--- src/sv/plrs_pkg.sv ---
package plrs_pkg;

  localparam int TRIG_BITS    = 26;
  localparam int CORDIC_STEPS = 30;
  localparam int DEN_W        = 58;

  localparam logic signed [33:0] CORDIC_GAIN_Q30 = 34'sd652032874;
  localparam logic signed [40:0] HALF_PI_Q30     = 41'sd1686629713;
  localparam logic [26:0]        TRIG_ONE        = 27'd67108864;

  typedef enum logic [2:0] {
    REG_X_LOW   = 3'd0,
    REG_Y_LOW   = 3'd1,
    REG_X_HIGH  = 3'd2,
    REG_Y_HIGH  = 3'd3,
    REG_SPACING = 3'd4
  } plrs_reg_t;

  typedef enum logic [2:0] {
    F_IDLE, F_CORDIC, F_TRIG, F_MUL, F_SUM, F_DIV, F_DIVW, F_PUSH
  } plrs_front_state_t;

  typedef enum logic [3:0] {
    B_IDLE, B_AY, B_AYW, B_AX, B_AXW, B_BX, B_BXW, B_BY, B_BYW, B_EMIT
  } plrs_back_state_t;

  // One sweep, handed from the front to the back.
  typedef struct packed {
    logic               none;
    logic               capped;
    logic               neg;
    logic [6:0]         count;
    logic [26:0]        cs;
    logic signed [27:0] sn;
    logic signed [63:0] a_p;   // sn * x_low
    logic signed [63:0] b_p;   // cs * start y
    logic signed [63:0] c_p;   // cs * far y
    logic signed [63:0] d_p;   // sn * x_high
    logic signed [63:0] k0;
    logic signed [63:0] step;
  } plrs_job_t;

  function automatic logic [30:0] atan_q30(input logic [4:0] i);
    logic [30:0] v;
    case (i)
      5'd0:  v = 31'h3243F6A8;
      5'd1:  v = 31'h1DAC6705;
      5'd2:  v = 31'h0FADBAFC;
      5'd3:  v = 31'h07F56EA6;
      5'd4:  v = 31'h03FEAB76;
      5'd5:  v = 31'h01FFD55B;
      5'd6:  v = 31'h00FFFAAA;
      5'd7:  v = 31'h007FFF55;
      5'd8:  v = 31'h003FFFEA;
      5'd9:  v = 31'h001FFFFD;
      5'd10: v = 31'h000FFFFF;
      5'd11: v = 31'h0007FFFF;
      5'd12: v = 31'h0003FFFF;
      5'd13: v = 31'h0001FFFF;
      5'd14: v = 31'h0000FFFF;
      5'd15: v = 31'h00007FFF;
      5'd16: v = 31'h00003FFF;
      5'd17: v = 31'h00001FFF;
      5'd18: v = 31'h00000FFF;
      5'd19: v = 31'h000007FF;
      5'd20: v = 31'h000003FF;
      5'd21: v = 31'h000001FF;
      5'd22: v = 31'h000000FF;
      5'd23: v = 31'h0000007F;
      5'd24: v = 31'h0000003F;
      5'd25: v = 31'h0000001F;
      5'd26: v = 31'h0000000F;
      5'd27: v = 31'h00000007;
      5'd28: v = 31'h00000003;
      5'd29: v = 31'h00000001;
      default: v = 31'h0;
    endcase
    return v;
  endfunction

  function automatic logic signed [31:0] sat32(input logic signed [65:0] v);
    logic signed [31:0] r;
    if (v > 66'sd2147483647) r = 32'sh7FFFFFFF;
    else if (v < -66'sd2147483648) r = 32'sh80000000;
    else r = v[31:0];
    return r;
  endfunction

  function automatic logic signed [31:0] sign_sat(input logic signed [63:0] n);
    logic signed [31:0] r;
    if (n > 64'sd0) r = 32'sh7FFFFFFF;
    else if (n < 64'sd0) r = 32'sh80000000;
    else r = 32'sd0;
    return r;
  endfunction

endpackage

--- src/sv/plrs_fifo.sv ---
module plrs_fifo (
  input  logic                clk,
  input  logic                rst_n,
  input  logic                push,
  input  plrs_pkg::plrs_job_t push_job,
  output logic                full,
  input  logic                pop,
  output logic                head_valid,
  output plrs_pkg::plrs_job_t head_job
);

  plrs_pkg::plrs_job_t mem_r [2];
  logic       wp_r, rp_r;
  logic [1:0] fill_r;

  assign full       = fill_r == 2'd2;
  assign head_valid = fill_r != 2'd0;
  assign head_job   = mem_r[rp_r];

  always_ff @(posedge clk) begin
    if (!rst_n) begin
      wp_r   <= 1'b0;
      rp_r   <= 1'b0;
      fill_r <= 2'd0;
    end else begin
      if (push) wp_r <= ~wp_r;
      if (pop)  rp_r <= ~rp_r;
      fill_r <= fill_r + {1'b0, push} - {1'b0, pop};
    end
    if (push) mem_r[wp_r] <= push_job;
  end

endmodule

--- config.mk ---
export PLATFORM = sky130hd
export DESIGN_NAME = plrs_fifo
export DESIGN_NICKNAME = d
export VERILOG_FILES = /design/src/sv/plrs_pkg.sv /design/src/sv/plrs_fifo.sv
export SDC_FILE = /design/constraint.sdc
export NUM_CORES = 1
export LEC_CHECK = 0
export BUFFER_PORTS_ARGS = -buffer_cell sky130_fd_sc_hd__buf_2
export CAP_MARGIN = 5
export CORE_AREA = 2 2 349 351
export DETAILED_ROUTE_END_ITERATION = 8
export DIE_AREA = 0 0 351 353
export PLACE_DENSITY_LB_ADDON = 0.1
export SLEW_MARGIN = 25
export SYNTH_ARGS = -nofsm -noshare
export SYNTH_HDL_FRONTEND = slang
export SYNTH_SLANG_ARGS = --single-unit
--- constraint.sdc ---
create_clock -name clk -period 51.3 [get_ports clk]
set_input_delay 2.565 -clock clk [delete_from_list [all_inputs] [get_ports clk]]
set_output_delay 2.565 -clock clk [all_outputs]
set_load 0.1 [all_outputs]
==> reports/qor.yml <==
status: "complete, no violations"
worstPathMaxFanout: 69
rows: 128
gr-total-overflow: 0
vias: 17100
path_clk_slew_ps: 60
cp.arrival_ps: 4740
worst_ep_required_time_ps: 48740
p_total_uw: 1970
setup_viol: 0
drtIter0Drc: 890
grt_max_degree: 158
coreArea_sq_um: 121000
final_cell_mix: "buf_2, edfxtp_1, mux2_2"
rr_worst_depth: 4
vias_per_cell: 4.13
ctsResizeCount: 0
startpoint_type: "flip-flop"
ir_drop_v: 0.0000303
cts_buffers: 102
drive_above_1_share_pct: 60.8
grt_pass1_wl_mm: 124
firstDrtPassIters: 4
routedWlPerCell_um: 21.7
cts_tree: "built"
nFillCells: 11700
dieWidth_um: 351
ys_seq_elements: 903
dpl.hpwl_mm: 62.5
post-cts-setup-buffers: 0
hp-start: "rp_r$_SDFFE_PN0P_"
syn_inst: 1418
postSynthAreaPerCell_sq_um: 23.1
rr_startpoint: "wp_r$_SDFFE_PN0P_"
slowest_stage: "buf_4"
hold_buffers: 0
netlist_area_sq_um: 32800
clock_latency_ps: 660
rsz0062_at_grt: "false"
worst_clock_skew_ps: 21.4
drc: 0
start_util_pct: 27.2
gp_congestion: 0.804
setup-tns-final_ps: 0
final_antenna_net_count: 0
placed_cells: 3910
maxCapViolations: 0
clock_tree.buffer_depth: 3
post_dp_cell_area_sq_um: 39000
whs_path_depth: 2
design_area_sq_um: 42200
crit_path_frequent_cell: "buf_4"
grt_usage_pct: 13.9
seq_area_frac_synth_pct: 82.5
synthToLayoutAreaGrowth_pct: 28.7
layout_commonest_cell: "buf_2"
cp_top_family: "buffers and inverters"
crit_path_max_incr_delay_ps: 820
hold_viol: 0
min_period_ps: 7310
hold_path_class: "flip-flop to flip-flop"
dieArea_sq_um: 124000
crit_path_cell_trace: "buf_4 > buf_4 > buf_4 > mux2_2 > buf_2"
seq_area_sq_um: 27100
synth.distinct_cells: 13
yosysWarnings: 0
pwr_density_cell_nw_per_um2: 46.6
max_slew.worst_pin.slew_ps: 1100
htreeDepth: 3
multi_input_area_sq_um: 5190
wirelength_mm: 89.5
clock.fmax_mhz: 137
crit_path_end_kind: "primary output"
cp_num_buf_inv: 4
nets: 2845
grt_pass1_vias: 18400
p_leak_uw: 0.0154
antenna_found_initial: 74
stdcell_count: 4132
pin_count: 904
max_slew_margin_pct: 26.4
cts_sinks: 903
die-height_um: 353
slew_viol_final: 0
rrSetupSlack_ps: 47190
finalHoldWorstSlack_ps: 580
worst-setup-path-type: "flip-flop to primary output"
io_buffers: 903
r2r_end: "mem_r[1][328]$_DFFE_PP_"
synth_fp_nets: 1873
finalCritPeriodShare_pct: 14.2
cts_root_buf: "clkbuf_16"
-- worst min-delay path: stages (launching register included) --
cell	delay, ps
dfxtp_1	320
xor2_1	70
and2_1	150
-- report_power, final --
group          leakage (uW)  internal (uW)  switching, uW
sequential          0.00847            855           9.61
combinational       0.00540           75.4            346
clock               0.00153            394            287
-- flip-flops by register name (all words and copies together) (netlist names), named ones only --
| name | cells |
|---|---|
| fill_r | 2 |
| mem_r | 898 |
| rp_r | 1 |
| wp_r | 1 |
-- Yosys cell counts, drive strengths merged --
library cell	n	area share, %
xnor3	1	0.069
and2	4	0.076
edfxtp	898	82
o21a	1	0.023
xor2	1	0.027
dfxtp	5	0.31
or2	1	0.019
mux2	449	15
inv	2	0.023
nor2b	4	0.076
buf	50	1.7
ha	2	0.076
-- per-stage QoR --
stage	setup WS (ps)	util (%)
6_report	43990	35.0
5_1_grt	43610	35.0
4_1_cts	43780	34.9
3_5_place_dp	44550	32.3
3_3_place_gp	44680	32.3
2_1_floorplan	27950	-
-- cells by family (layout without fill, tap and decap cells) --
group	count (synthesis)	in the layout	share of synthesized area (%)
AOI/OAI and AO/OA	1	1	0.0229
muxes	449	449	15.4
DFF	903	903	82.5
other	0	35	0
and+or+nand+nor	9	9	0.172
adders and majority gates	2	2	0.0763
buffers and inverters	52	1106	1.68
xor gates and xnor gates	2	2	0.0954
-- routing by layer --
metal,up-vias,GRT usage [%],wire length (um)
met5,-,0,386
met2,644,25.8,48300
met1,8460,12.7,28600
met3,220,6.20,8720
li1,7697,-,-
met4,62,6.41,3460
-- how the worst max path moves through the flow --
stage / start / to / slack (ps) / depth (start not counted)
after floorplan: push / wp_r$_SDFFE_PN0P_ / 27950 / 2
after global placement: flip-flop / head_job[12] / 44680 / 5
after detailed placement: flip-flop / head_job[60] / 44550 / 5
after CTS: flip-flop / head_job[60] / 43780 / 5
after global routing: flip-flop / head_job[66] / 43610 / 5
final: flip-flop / head_job[107] / 43990 / 5
-- final cells by class --
cell class | count | area share [%]
clock inverters | 55 | 1.06
inverters | 2 | 0.0178
multi-input cells | 463 | 12.3
clock buffers | 131 | 6.35
repair buffers | 918 | 11.1
well taps | 1625 | 4.82
flip-flops and latches | 903 | 64.1
diodes | 35 | 0.207
No activity file was read; power rests on OpenSTA's default activity.
