==> config.mk <==
export PLATFORM = sky130hd
export DESIGN_NAME = plrs_back
export DESIGN_NICKNAME = d
export VERILOG_FILES = /design/src/sv/plrs_pkg.sv /design/src/sv/plrs_div.sv /design/src/sv/plrs_back.sv
export SDC_FILE = /design/constraint.sdc
export NUM_CORES = 2
export LEC_CHECK = 0
export ABC_AREA = 1
export BUFFER_PORTS_ARGS = -buffer_cell sky130_fd_sc_hd__buf_4
export CAP_MARGIN = 5
export CORE_ASPECT_RATIO = 2
export CORE_UTILIZATION = 50
export DETAILED_ROUTE_END_ITERATION = 8
export GPL_ROUTABILITY_DRIVEN = 1
export GPL_TIMING_DRIVEN = 0
export PLACE_DENSITY = 0.69
export SKIP_CTS_REPAIR_TIMING = 1
export SLEW_MARGIN = 20
export SYNTH_ARGS = -nofsm -noshare
export SYNTH_HDL_FRONTEND = slang
export SYNTH_HIERARCHICAL = 1
export SYNTH_SLANG_ARGS = --single-unit
==> constraint.sdc <==
create_clock -name clk -period 39.9 [get_ports clk]
set_clock_uncertainty 0.15 [all_clocks]
set_input_delay 5.985 -clock clk [delete_from_list [all_inputs] [get_ports clk]]
set_output_delay 5.985 -clock clk [all_outputs]
set_load 0.05 [all_outputs]
==> src/sv/plrs_pkg.sv <==
package plrs_pkg;

  localparam int TRIG_BITS    = 26;
  localparam int CORDIC_STEPS = 30;
  localparam int DEN_W        = 58;

  localparam logic signed [33:0] CORDIC_GAIN_Q30 = 34'sd652032874;
  localparam logic signed [40:0] HALF_PI_Q30     = 41'sd1686629713;
  localparam logic [26:0]        TRIG_ONE        = 27'd67108864;

  typedef enum logic [2:0] {
    REG_X_LOW   = 3'd0,
    REG_Y_LOW   = 3'd1,
    REG_X_HIGH  = 3'd2,
    REG_Y_HIGH  = 3'd3,
    REG_SPACING = 3'd4
  } plrs_reg_t;

  typedef enum logic [2:0] {
    F_IDLE, F_CORDIC, F_TRIG, F_MUL, F_SUM, F_DIV, F_DIVW, F_PUSH
  } plrs_front_state_t;

  typedef enum logic [3:0] {
    B_IDLE, B_AY, B_AYW, B_AX, B_AXW, B_BX, B_BXW, B_BY, B_BYW, B_EMIT
  } plrs_back_state_t;

  // One sweep, handed from the front to the back.
  typedef struct packed {
    logic               none;
    logic               capped;
    logic               neg;
    logic [6:0]         count;
    logic [26:0]        cs;
    logic signed [27:0] sn;
    logic signed [63:0] a_p;   // sn * x_low
    logic signed [63:0] b_p;   // cs * start y
    logic signed [63:0] c_p;   // cs * far y
    logic signed [63:0] d_p;   // sn * x_high
    logic signed [63:0] k0;
    logic signed [63:0] step;
  } plrs_job_t;

  function automatic logic [30:0] atan_q30(input logic [4:0] i);
    logic [30:0] v;
    case (i)
      5'd0:  v = 31'h3243F6A8;
      5'd1:  v = 31'h1DAC6705;
      5'd2:  v = 31'h0FADBAFC;
      5'd3:  v = 31'h07F56EA6;
      5'd4:  v = 31'h03FEAB76;
      5'd5:  v = 31'h01FFD55B;
      5'd6:  v = 31'h00FFFAAA;
      5'd7:  v = 31'h007FFF55;
      5'd8:  v = 31'h003FFFEA;
      5'd9:  v = 31'h001FFFFD;
      5'd10: v = 31'h000FFFFF;
      5'd11: v = 31'h0007FFFF;
      5'd12: v = 31'h0003FFFF;
      5'd13: v = 31'h0001FFFF;
      5'd14: v = 31'h0000FFFF;
      5'd15: v = 31'h00007FFF;
      5'd16: v = 31'h00003FFF;
      5'd17: v = 31'h00001FFF;
      5'd18: v = 31'h00000FFF;
      5'd19: v = 31'h000007FF;
      5'd20: v = 31'h000003FF;
      5'd21: v = 31'h000001FF;
      5'd22: v = 31'h000000FF;
      5'd23: v = 31'h0000007F;
      5'd24: v = 31'h0000003F;
      5'd25: v = 31'h0000001F;
      5'd26: v = 31'h0000000F;
      5'd27: v = 31'h00000007;
      5'd28: v = 31'h00000003;
      5'd29: v = 31'h00000001;
      default: v = 31'h0;
    endcase
    return v;
  endfunction

  function automatic logic signed [31:0] sat32(input logic signed [65:0] v);
    logic signed [31:0] r;
    if (v > 66'sd2147483647) r = 32'sh7FFFFFFF;
    else if (v < -66'sd2147483648) r = 32'sh80000000;
    else r = v[31:0];
    return r;
  endfunction

  function automatic logic signed [31:0] sign_sat(input logic signed [63:0] n);
    logic signed [31:0] r;
    if (n > 64'sd0) r = 32'sh7FFFFFFF;
    else if (n < 64'sd0) r = 32'sh80000000;
    else r = 32'sd0;
    return r;
  endfunction

endpackage

==> src/sv/plrs_div.sv <==
module plrs_div (
  input  logic                                clk,
  input  logic                                rst_n,
  input  logic                                start,
  input  logic signed [63:0]                  num,
  input  logic signed [plrs_pkg::DEN_W-1:0]   den,
  output logic                                done,
  output logic signed [65:0]                  quo
);

  localparam int DW = plrs_pkg::DEN_W;

  logic          busy_r, busy_nxt;
  logic          done_r, done_nxt;
  logic [6:0]    cnt_r, cnt_nxt;
  logic [64:0]   dvd_r, dvd_nxt;
  logic [DW-2:0] rem_r, rem_nxt;
  logic [DW-2:0] den_r, den_nxt;
  logic          neg_r, neg_nxt;

  logic [63:0]   mag_n;
  logic [DW-1:0] den_neg;
  logic [DW-2:0] mag_d;
  logic [DW-1:0] trial;
  logic [DW-1:0] diff;
  logic          qbit;

  always_comb begin
    mag_n   = num[63] ? (~num + 64'd1) : num;
    den_neg = ~den + {{(DW-1){1'b0}}, 1'b1};
    mag_d   = den[DW-1] ? den_neg[DW-2:0] : den[DW-2:0];
    trial   = {rem_r, dvd_r[64]};
    diff    = trial - {1'b0, den_r};
    qbit    = trial >= {1'b0, den_r};

    busy_nxt = busy_r;
    done_nxt = 1'b0;
    cnt_nxt  = cnt_r;
    dvd_nxt  = dvd_r;
    rem_nxt  = rem_r;
    den_nxt  = den_r;
    neg_nxt  = neg_r;
    if (start) begin
      // round half away from zero: add half the divisor to the magnitude
      dvd_nxt  = {1'b0, mag_n} + {{(67-DW){1'b0}}, mag_d[DW-2:1]};
      den_nxt  = mag_d;
      rem_nxt  = '0;
      neg_nxt  = num[63] ^ den[DW-1];
      cnt_nxt  = '0;
      busy_nxt = 1'b1;
    end else if (busy_r) begin
      rem_nxt = qbit ? diff[DW-2:0] : trial[DW-2:0];
      dvd_nxt = {dvd_r[63:0], qbit};
      cnt_nxt = cnt_r + 7'd1;
      if (cnt_r == 7'd64) begin
        busy_nxt = 1'b0;
        done_nxt = 1'b1;
      end
    end
  end

  always_ff @(posedge clk) begin
    if (!rst_n) begin
      busy_r <= 1'b0;
      done_r <= 1'b0;
      cnt_r  <= '0;
    end else begin
      busy_r <= busy_nxt;
      done_r <= done_nxt;
      cnt_r  <= cnt_nxt;
    end
    dvd_r <= dvd_nxt;
    rem_r <= rem_nxt;
    den_r <= den_nxt;
    neg_r <= neg_nxt;
  end

  assign done = done_r;
  assign quo  = neg_r ? -$signed({1'b0, dvd_r}) : $signed({1'b0, dvd_r});

endmodule

==> src/sv/plrs_back.sv <==
module plrs_back (
  input  logic                clk,
  input  logic                rst_n,
  input  logic                job_valid,
  input  plrs_pkg::plrs_job_t job,
  output logic                job_pop,
  input  logic signed [31:0]  x_low,
  input  logic signed [31:0]  y_low,
  input  logic signed [31:0]  x_high,
  input  logic signed [31:0]  y_high,
  output logic                out_valid,
  input  logic                out_ready,
  output logic signed [31:0]  out_start_x,
  output logic signed [31:0]  out_start_y,
  output logic signed [31:0]  out_end_x,
  output logic signed [31:0]  out_end_y,
  output logic [5:0]          out_line_index,
  output logic                out_last_line,
  output logic                out_no_lines,
  output logic                out_count_capped
);

  localparam int DW = plrs_pkg::DEN_W;

  plrs_pkg::plrs_back_state_t state_r, state_nxt;
  plrs_pkg::plrs_job_t        job_r, job_nxt;

  logic signed [63:0] k_r, k_nxt;
  logic [5:0]         line_r, line_nxt;
  logic signed [31:0] ax_r, ax_nxt, ay_r, ay_nxt, bx_r, bx_nxt, by_r, by_nxt;

  logic               ov_r, ov_nxt;
  logic signed [31:0] o_sx_r, o_sy_r, o_ex_r, o_ey_r;
  logic [5:0]         o_idx_r;
  logic               o_last_r, o_none_r, o_cap_r;
  logic               load, last;

  logic               div_start, div_done;
  logic signed [63:0] div_num;
  logic signed [DW-1:0] div_den;
  logic signed [65:0] div_q;

  logic signed [31:0] sy, fy;
  logic signed [DW-1:0] cs_d, sn_d;

  always_comb begin
    sy   = job_r.neg ? y_low : y_high;
    fy   = job_r.neg ? y_high : y_low;
    cs_d = $signed({{(DW-27){1'b0}}, job_r.cs});
    sn_d = DW'(job_r.sn);
    last = job_r.none || ({1'b0, line_r} == job_r.count - 7'd1);

    state_nxt = state_r;
    job_nxt   = job_r;
    k_nxt     = k_r;
    line_nxt  = line_r;
    ax_nxt    = ax_r;
    ay_nxt    = ay_r;
    bx_nxt    = bx_r;
    by_nxt    = by_r;
    job_pop   = 1'b0;
    div_start = 1'b0;
    div_num   = k_r + job_r.a_p;
    div_den   = cs_d;
    load      = 1'b0;

    case (state_r)
      plrs_pkg::B_IDLE: begin
        if (job_valid) begin
          job_pop  = 1'b1;
          job_nxt  = job;
          k_nxt    = job.k0;
          line_nxt = '0;
          ax_nxt   = '0;
          ay_nxt   = '0;
          bx_nxt   = '0;
          by_nxt   = '0;
          state_nxt = job.none ? plrs_pkg::B_EMIT : plrs_pkg::B_AY;
        end
      end
      plrs_pkg::B_AY: begin
        ax_nxt = x_low;
        by_nxt = sy;
        if (job_r.cs != 27'd0) begin
          div_start = 1'b1;
          state_nxt = plrs_pkg::B_AYW;
        end else begin
          state_nxt = plrs_pkg::B_AX;
        end
      end
      plrs_pkg::B_AYW: begin
        if (div_done) begin
          if (div_q >= 66'(y_low) && div_q <= 66'(y_high)) begin
            ay_nxt    = div_q[31:0];
            state_nxt = plrs_pkg::B_BX;
          end else begin
            state_nxt = plrs_pkg::B_AX;
          end
        end
      end
      plrs_pkg::B_AX: begin
        // start point off the low-x edge: sit on the far y edge instead
        ay_nxt  = fy;
        div_num = job_r.c_p - k_r;
        div_den = sn_d;
        if (job_r.sn == 28'sd0) begin
          ax_nxt    = plrs_pkg::sign_sat(div_num);
          state_nxt = plrs_pkg::B_BX;
        end else begin
          div_start = 1'b1;
          state_nxt = plrs_pkg::B_AXW;
        end
      end
      plrs_pkg::B_AXW: begin
        div_num = job_r.c_p - k_r;
        div_den = sn_d;
        if (div_done) begin
          ax_nxt    = plrs_pkg::sat32(div_q);
          state_nxt = plrs_pkg::B_BX;
        end
      end
      plrs_pkg::B_BX: begin
        div_num = job_r.b_p - k_r;
        div_den = sn_d;
        if (job_r.sn != 28'sd0) begin
          div_start = 1'b1;
          state_nxt = plrs_pkg::B_BXW;
        end else begin
          state_nxt = plrs_pkg::B_BY;
        end
      end
      plrs_pkg::B_BXW: begin
        div_num = job_r.b_p - k_r;
        div_den = sn_d;
        if (div_done) begin
          if (div_q >= 66'(x_low) && div_q <= 66'(x_high)) begin
            bx_nxt    = div_q[31:0];
            state_nxt = plrs_pkg::B_EMIT;
          end else begin
            state_nxt = plrs_pkg::B_BY;
          end
        end
      end
      plrs_pkg::B_BY: begin
        // end point off the start-y edge: sit on the high-x edge instead
        bx_nxt  = x_high;
        div_num = k_r + job_r.d_p;
        if (job_r.cs == 27'd0) begin
          by_nxt    = plrs_pkg::sign_sat(div_num);
          state_nxt = plrs_pkg::B_EMIT;
        end else begin
          div_start = 1'b1;
          state_nxt = plrs_pkg::B_BYW;
        end
      end
      plrs_pkg::B_BYW: begin
        div_num = k_r + job_r.d_p;
        if (div_done) begin
          by_nxt    = plrs_pkg::sat32(div_q);
          state_nxt = plrs_pkg::B_EMIT;
        end
      end
      plrs_pkg::B_EMIT: begin
        if (!ov_r || out_ready) begin
          load = 1'b1;
          if (last) begin
            state_nxt = plrs_pkg::B_IDLE;
          end else begin
            line_nxt  = line_r + 6'd1;
            k_nxt     = k_r + job_r.step;
            state_nxt = plrs_pkg::B_AY;
          end
        end
      end
      default: state_nxt = plrs_pkg::B_IDLE;
    endcase

    ov_nxt = load ? 1'b1 : (out_ready ? 1'b0 : ov_r);
  end

  plrs_div u_div (
    .clk   (clk),
    .rst_n (rst_n),
    .start (div_start),
    .num   (div_num),
    .den   (div_den),
    .done  (div_done),
    .quo   (div_q)
  );

  always_ff @(posedge clk) begin
    if (!rst_n) begin
      state_r <= plrs_pkg::B_IDLE;
      ov_r    <= 1'b0;
    end else begin
      state_r <= state_nxt;
      ov_r    <= ov_nxt;
    end
    job_r  <= job_nxt;
    k_r    <= k_nxt;
    line_r <= line_nxt;
    ax_r   <= ax_nxt;
    ay_r   <= ay_nxt;
    bx_r   <= bx_nxt;
    by_r   <= by_nxt;
    if (load) begin
      o_sx_r   <= ax_r;
      o_sy_r   <= ay_r;
      o_ex_r   <= bx_r;
      o_ey_r   <= by_r;
      o_idx_r  <= line_r;
      o_last_r <= last;
      o_none_r <= job_r.none;
      o_cap_r  <= job_r.capped;
    end
  end

  assign out_valid        = ov_r;
  assign out_start_x      = o_sx_r;
  assign out_start_y      = o_sy_r;
  assign out_end_x        = o_ex_r;
  assign out_end_y        = o_ey_r;
  assign out_line_index   = o_idx_r;
  assign out_last_line    = o_last_r;
  assign out_no_lines     = o_none_r;
  assign out_count_capped = o_cap_r;

endmodule

==> parameters.txt, run 1 <==
Parameter                              Value

Synthesis
  Cells taking the most area after synthesis    sky130_fd_sc_hd__edfxtp_1 (32%), sky130_fd_sc_hd__nand2_1 (15%), sky130_fd_sc_hd__ha_1 (11%), sky130_fd_sc_hd__inv_1 (8.6%), sky130_fd_sc_hd__nor2_1 (5.5%)
  Total of flip-flops plus latches after synthesis    between 900 and 1k
  Post-synth top area cell    sky130_fd_sc_hd__edfxtp_1
  Net count after synthesis    12.7k
  Synth unique cells    73
  Sequential cell area fraction in the yosys report    0.333
  Library cell with the highest instance count after synthesis    sky130_fd_sc_hd__nand2_1
  Synth Instances    11.4k
  Post-Syn Area    80,300 um2
  Synth cell count leaders    sky130_fd_sc_hd__nand2_1 (3,196), sky130_fd_sc_hd__inv_1 (1,847), sky130_fd_sc_hd__nor2_1 (1,174), sky130_fd_sc_hd__edfxtp_1 (843), sky130_fd_sc_hd__ha_1 (699)
  Proportion of register bits with asynchronous set or reset after synthesis    0
  Syn Area/Cell    7.04 um2
  Share of the synthesized area in the top cell type    0.315
  Warnings, synthesis    6
  Number of flops mapped to enable cells by yosys    843
  Main synth FF type    sky130_fd_sc_hd__edfxtp_1

Run status
  Stage where the run ended    global routing (5_1_grt)
  First error in the log    [ERROR GRT-0116] Global routing finished with congestion. Check the congestion regions in the DRC Viewer.
  Result of the run    did not finish

CTS
  Maximum level of the CTS H-tree    3
  Max Buffers Root-to-Sink    3
  Cts bufs inserted    84
  Clk sinks    914
  Library cell used as clock root buffer    sky130_fd_sc_hd__clkbuf_16

Placed design
  Number of buffer cells added on primary ports    roughly 720
  Weighted congestion reported at the end of routability-driven placement    approximately 1.2
  Half-perimeter wire length after detailed placement    378,000 um

Die
  Number of top-level design ports    720
  Effective utilization at floorplan    0.504
  Die outline height    roughly 570 um
  Cell row count    a little over 200
  Chip width    285 um

GRT
  Total Routing Usage GR    0.729
  Pin count of the biggest net entering global routing    91
  Global-route wire length before repair    around 870,000 um
  Number of global-route vias before repair    106k
  Congestion Overflow GR    1,197
[through the flow]
stage	cell area (um2)	setup slack [ns]	instances
after detailed placement	89200	26.01	14300
after floorplan	80300	11.36	11400
after global placement	88300	3.62	14200
after CTS	92300	26.01	14400
[per-layer routing]
| metal | GRT overflow | global-route usage |
|---|---|---|
| met1 | 4 | 0.677 |
| met2 | 771 | 0.958 |
| met3 | 11 | 0.519 |
| met4 | 411 | 0.824 |
| met5 | 0 | 0.168 |
[kinds of logic after synthesis]
family                     Yosys count  share of synthesized area
xor gates and xnor gates           366                     0.0399
and+or+nand+nor                   5498                      0.287
DFF                                914                      0.333
AOI/OAI and AO/OA                 1895                      0.134
buffers and inverters             2027                     0.0957
adders and majority gates          706                      0.111
==> inputs of run 2 (changes only) <==
Settings changed: CORE_ASPECT_RATIO 2 to unset, CORE_UTILIZATION 50 to 35, PLACE_DENSITY 0.69 to unset, PLACE_DENSITY_LB_ADDON set to 0.15.
==> run 2 against run 1 <==
Compared with the run above:
- the run now ends clean
- synthesized cell count is the same
- synthesized area unchanged
==> parameters.txt, run 2 <==
Parameter                              Value

Synthesis
  Xor/xnor cell area share of the yosys netlist    0.0399
  Share of the synthesized area in the top cell type    0.315
  Post-synth top area cell    sky130_fd_sc_hd__edfxtp_1
  Synthesized-area fraction occupied by and/or/nand/nor cells    0.287
  Synth cell count leaders    sky130_fd_sc_hd__nand2_1 (3,196), sky130_fd_sc_hd__inv_1 (1,847), sky130_fd_sc_hd__nor2_1 (1,174), sky130_fd_sc_hd__edfxtp_1 (843), sky130_fd_sc_hd__ha_1 (699)
  Warnings, synthesis    6
  Cells taking the most area after synthesis    sky130_fd_sc_hd__edfxtp_1 (32%), sky130_fd_sc_hd__nand2_1 (15%), sky130_fd_sc_hd__ha_1 (11%), sky130_fd_sc_hd__inv_1 (8.6%), sky130_fd_sc_hd__nor2_1 (5.5%)
  Synth unique cells    73
  Sequential cell area fraction in the yosys report    0.333
  Total of flip-flops plus latches after synthesis    914
  Syn Area/Cell    about 7 um2
  Share of synthesized area spent on multiplexers    0
  Main synth FF type    sky130_fd_sc_hd__edfxtp_1
  Synth Instances    11.4k
  Post-Syn Area    80,300 um2
  Synthesized-area fraction occupied by ao, oa, aoi and oai cells    0.134
  Adder-cell share of the synthesized area    0.111
  Library cell with the highest instance count after synthesis    sky130_fd_sc_hd__nand2_1
  Proportion of register bits with asynchronous set or reset after synthesis    0
  Largest family of logic cells by synthesized area    simple AND/OR/NAND/NOR gates
  Net count after synthesis    12.7k
  Number of flops mapped to enable cells by yosys    843

Timing
  Rel. slew slack    0.119
  Setup Total Neg Slack    0 ns
  Minimum period implied by the final worst setup slack    14.09 ns
  Hold violation count in the final report    0
  Unrepaired setup endpoints after global routing    no
  Final worst path period share    0.353
  Worst-Margin Slew    around 1.3 ns
  Final setup violating endpoints    0
  Pins Over Slew Limit    0
  Maximum achievable frequency    71.0 MHz

Critical path
  Reg-to-reg slack, setup    29.67 ns
  Crit start category    input port
  Critical Path Fanout Max    29
  Data arrival time of the worst path    7.95 ns
  Endpoint of the most critical register-to-register path    u_div/dvd_r[59]
  Beginning of the critical path    job_valid
  Worst R2R Path Depth    31
  Class of the most critical setup path    input port to primary output
  Data required time of the critical path    33.76 ns
  Critical path capture point type    primary output
  Source of the worst register-to-register timing path    state_r[2]

Routing
  Vias    83.1k
  Initial detailed-routing violation count    about 7.3k
  Detail Route Antenna Nets    0
  Total Routed Length    428,000 um
  Post-route DRC violation count    0
  Number of iterations in the first detailed-routing pass    9
  Average via count per standard cell    5.38
  Routed length per instance    27.7 um

Placed design
  Weighted congestion reported at the end of routability-driven placement    1.06
  Number of buffer cells added on primary ports    719
  Half-perimeter wire length after detailed placement    374,000 um

Die
  Core Box Area    ~230,000 um2
  Cell row count    ~180
  Chip width    481 um
  Area of the die    between 200,000 and 250,000 um2
  Die outline height    481 um
  Number of top-level design ports    720
  Effective utilization at floorplan    0.352

GRT
  Number of global-route vias before repair    around 81k
  Total Routing Usage GR    0.360
  Congestion Overflow GR    0
  Number of antenna violations at the first check in global routing    36
  Global-route wire length before repair    584,000 um
  Pin count of the biggest net entering global routing    86

Finish
  Leading cell type in the layout, fill and taps excluded    sky130_fd_sc_hd__nand2_1
  Top Registers    job_r x358, u_div/dvd_r x65, k_r x64
  Register with the most flip-flops    job_r
  Share of layout cells above drive strength 1    0.100
  Commonest cells after routing, fill and taps aside    sky130_fd_sc_hd__nand2_1 (3,196), sky130_fd_sc_hd__inv_1 (1,841), sky130_fd_sc_hd__nor2_1 (1,168)
  Number of nets at the end of the flow    13.6k
  Flip-flop count of the largest register after layout    358
  Fill cells    24.2k
  Synth-to-layout area growth    17.5%

CTS
  Library cell used as clock root buffer    sky130_fd_sc_hd__clkbuf_16
  Cts bufs inserted    around 110
  Clock-pin slew on the worst setup and hold paths    0.06 ns
  Insertion delay of the later-clocked pin in the worst-skew pair    0.82 ns
  Maximum level of the CTS H-tree    3
  CTS tree    built
  Clk sinks    914
  Max Buffers Root-to-Sink    3

Run status
  Result of the run    finished clean

Worst hold path
  Start point of the worst min-delay path    by_r[15]
  Hold Path Depth    0
  Min-delay worst type    flop to flop
  Hold Path Sink    out_end_y[15]

Flow run
  Max-cap check violation count    0
-- run 2: cell counts after synthesis --
No cell type changed its count.
-- run 2: stage by stage --
step                      std cells  hold slack (ns)  setup slack (ns)   util  instance area (um2)
after floorplan               11400            0.250             11.36      -                80300
after global placement        15100            0.251              1.66  0.393                89400
after detailed placement      15200            0.255             25.84  0.398                90700
after CTS                     15400            0.266             25.82  0.414                94200
after global routing          15400            0.269             25.75  0.414                94300
final                         15400            0.266             25.81  0.414                94300
-- run 2: logic make-up (layout without fill, tap and decap cells) --
family	count (synthesis)	in the layout
and+or+nand+nor	5498	5498
buffers and inverters	2027	3003
AOI/OAI and AO/OA	1895	1895
DFF	914	914
adders and majority gates	706	706
xor gates and xnor gates	366	366
other	0	33
-- run 2: metal layers --
metal,vias to the layer above,routed length (um),global-route usage
met4,6,31100,0.229
met3,757,22800,0.0441
met5,-,40,0
li1,39600,-,-
met1,39600,165000,0.413
met2,3079,209000,0.631
-- run 2: worst max-delay path by stage --
stage	slack, ns	end	cells after the start
4_1_cts	25.82	job_pop	9
3_5_place_dp	25.84	job_pop	9
6_report	25.81	job_pop	9
3_3_place_gp	1.66	job_pop	4
2_1_floorplan	11.36	job_pop	2
5_1_grt	25.75	job_pop	9
-- run 2: layout make-up --
type	instances	area, um2	area share
diodes	33	82.6	0.000876
plain buffers	153	651	0.00690
clock buffers	125	2780	0.0294
repair buffers	776	6390	0.0678
inverters	1874	7040	0.0747
well taps	3009	3760	0.0399
multi-input cells	8465	46200	0.490
clock inverters	75	677	0.00718
flip-flops and latches	914	26700	0.284
-- run 2: critical path, stage by stage --
cell,delay (ns)
sky130_fd_sc_hd__buf_4,0.14
sky130_fd_sc_hd__inv_1,0.08
sky130_fd_sc_hd__nor2_4,0.41
sky130_fd_sc_hd__buf_12,0.26
sky130_fd_sc_hd__buf_16,0.20
sky130_fd_sc_hd__buf_16,0.19
sky130_fd_sc_hd__buf_16,0.17
sky130_fd_sc_hd__buf_12,0.22
sky130_fd_sc_hd__buf_4,0.23
Power of run 2 is not shown: default switching activity piles up to over one toggle a cycle in this logic, so the estimate is an artifact.
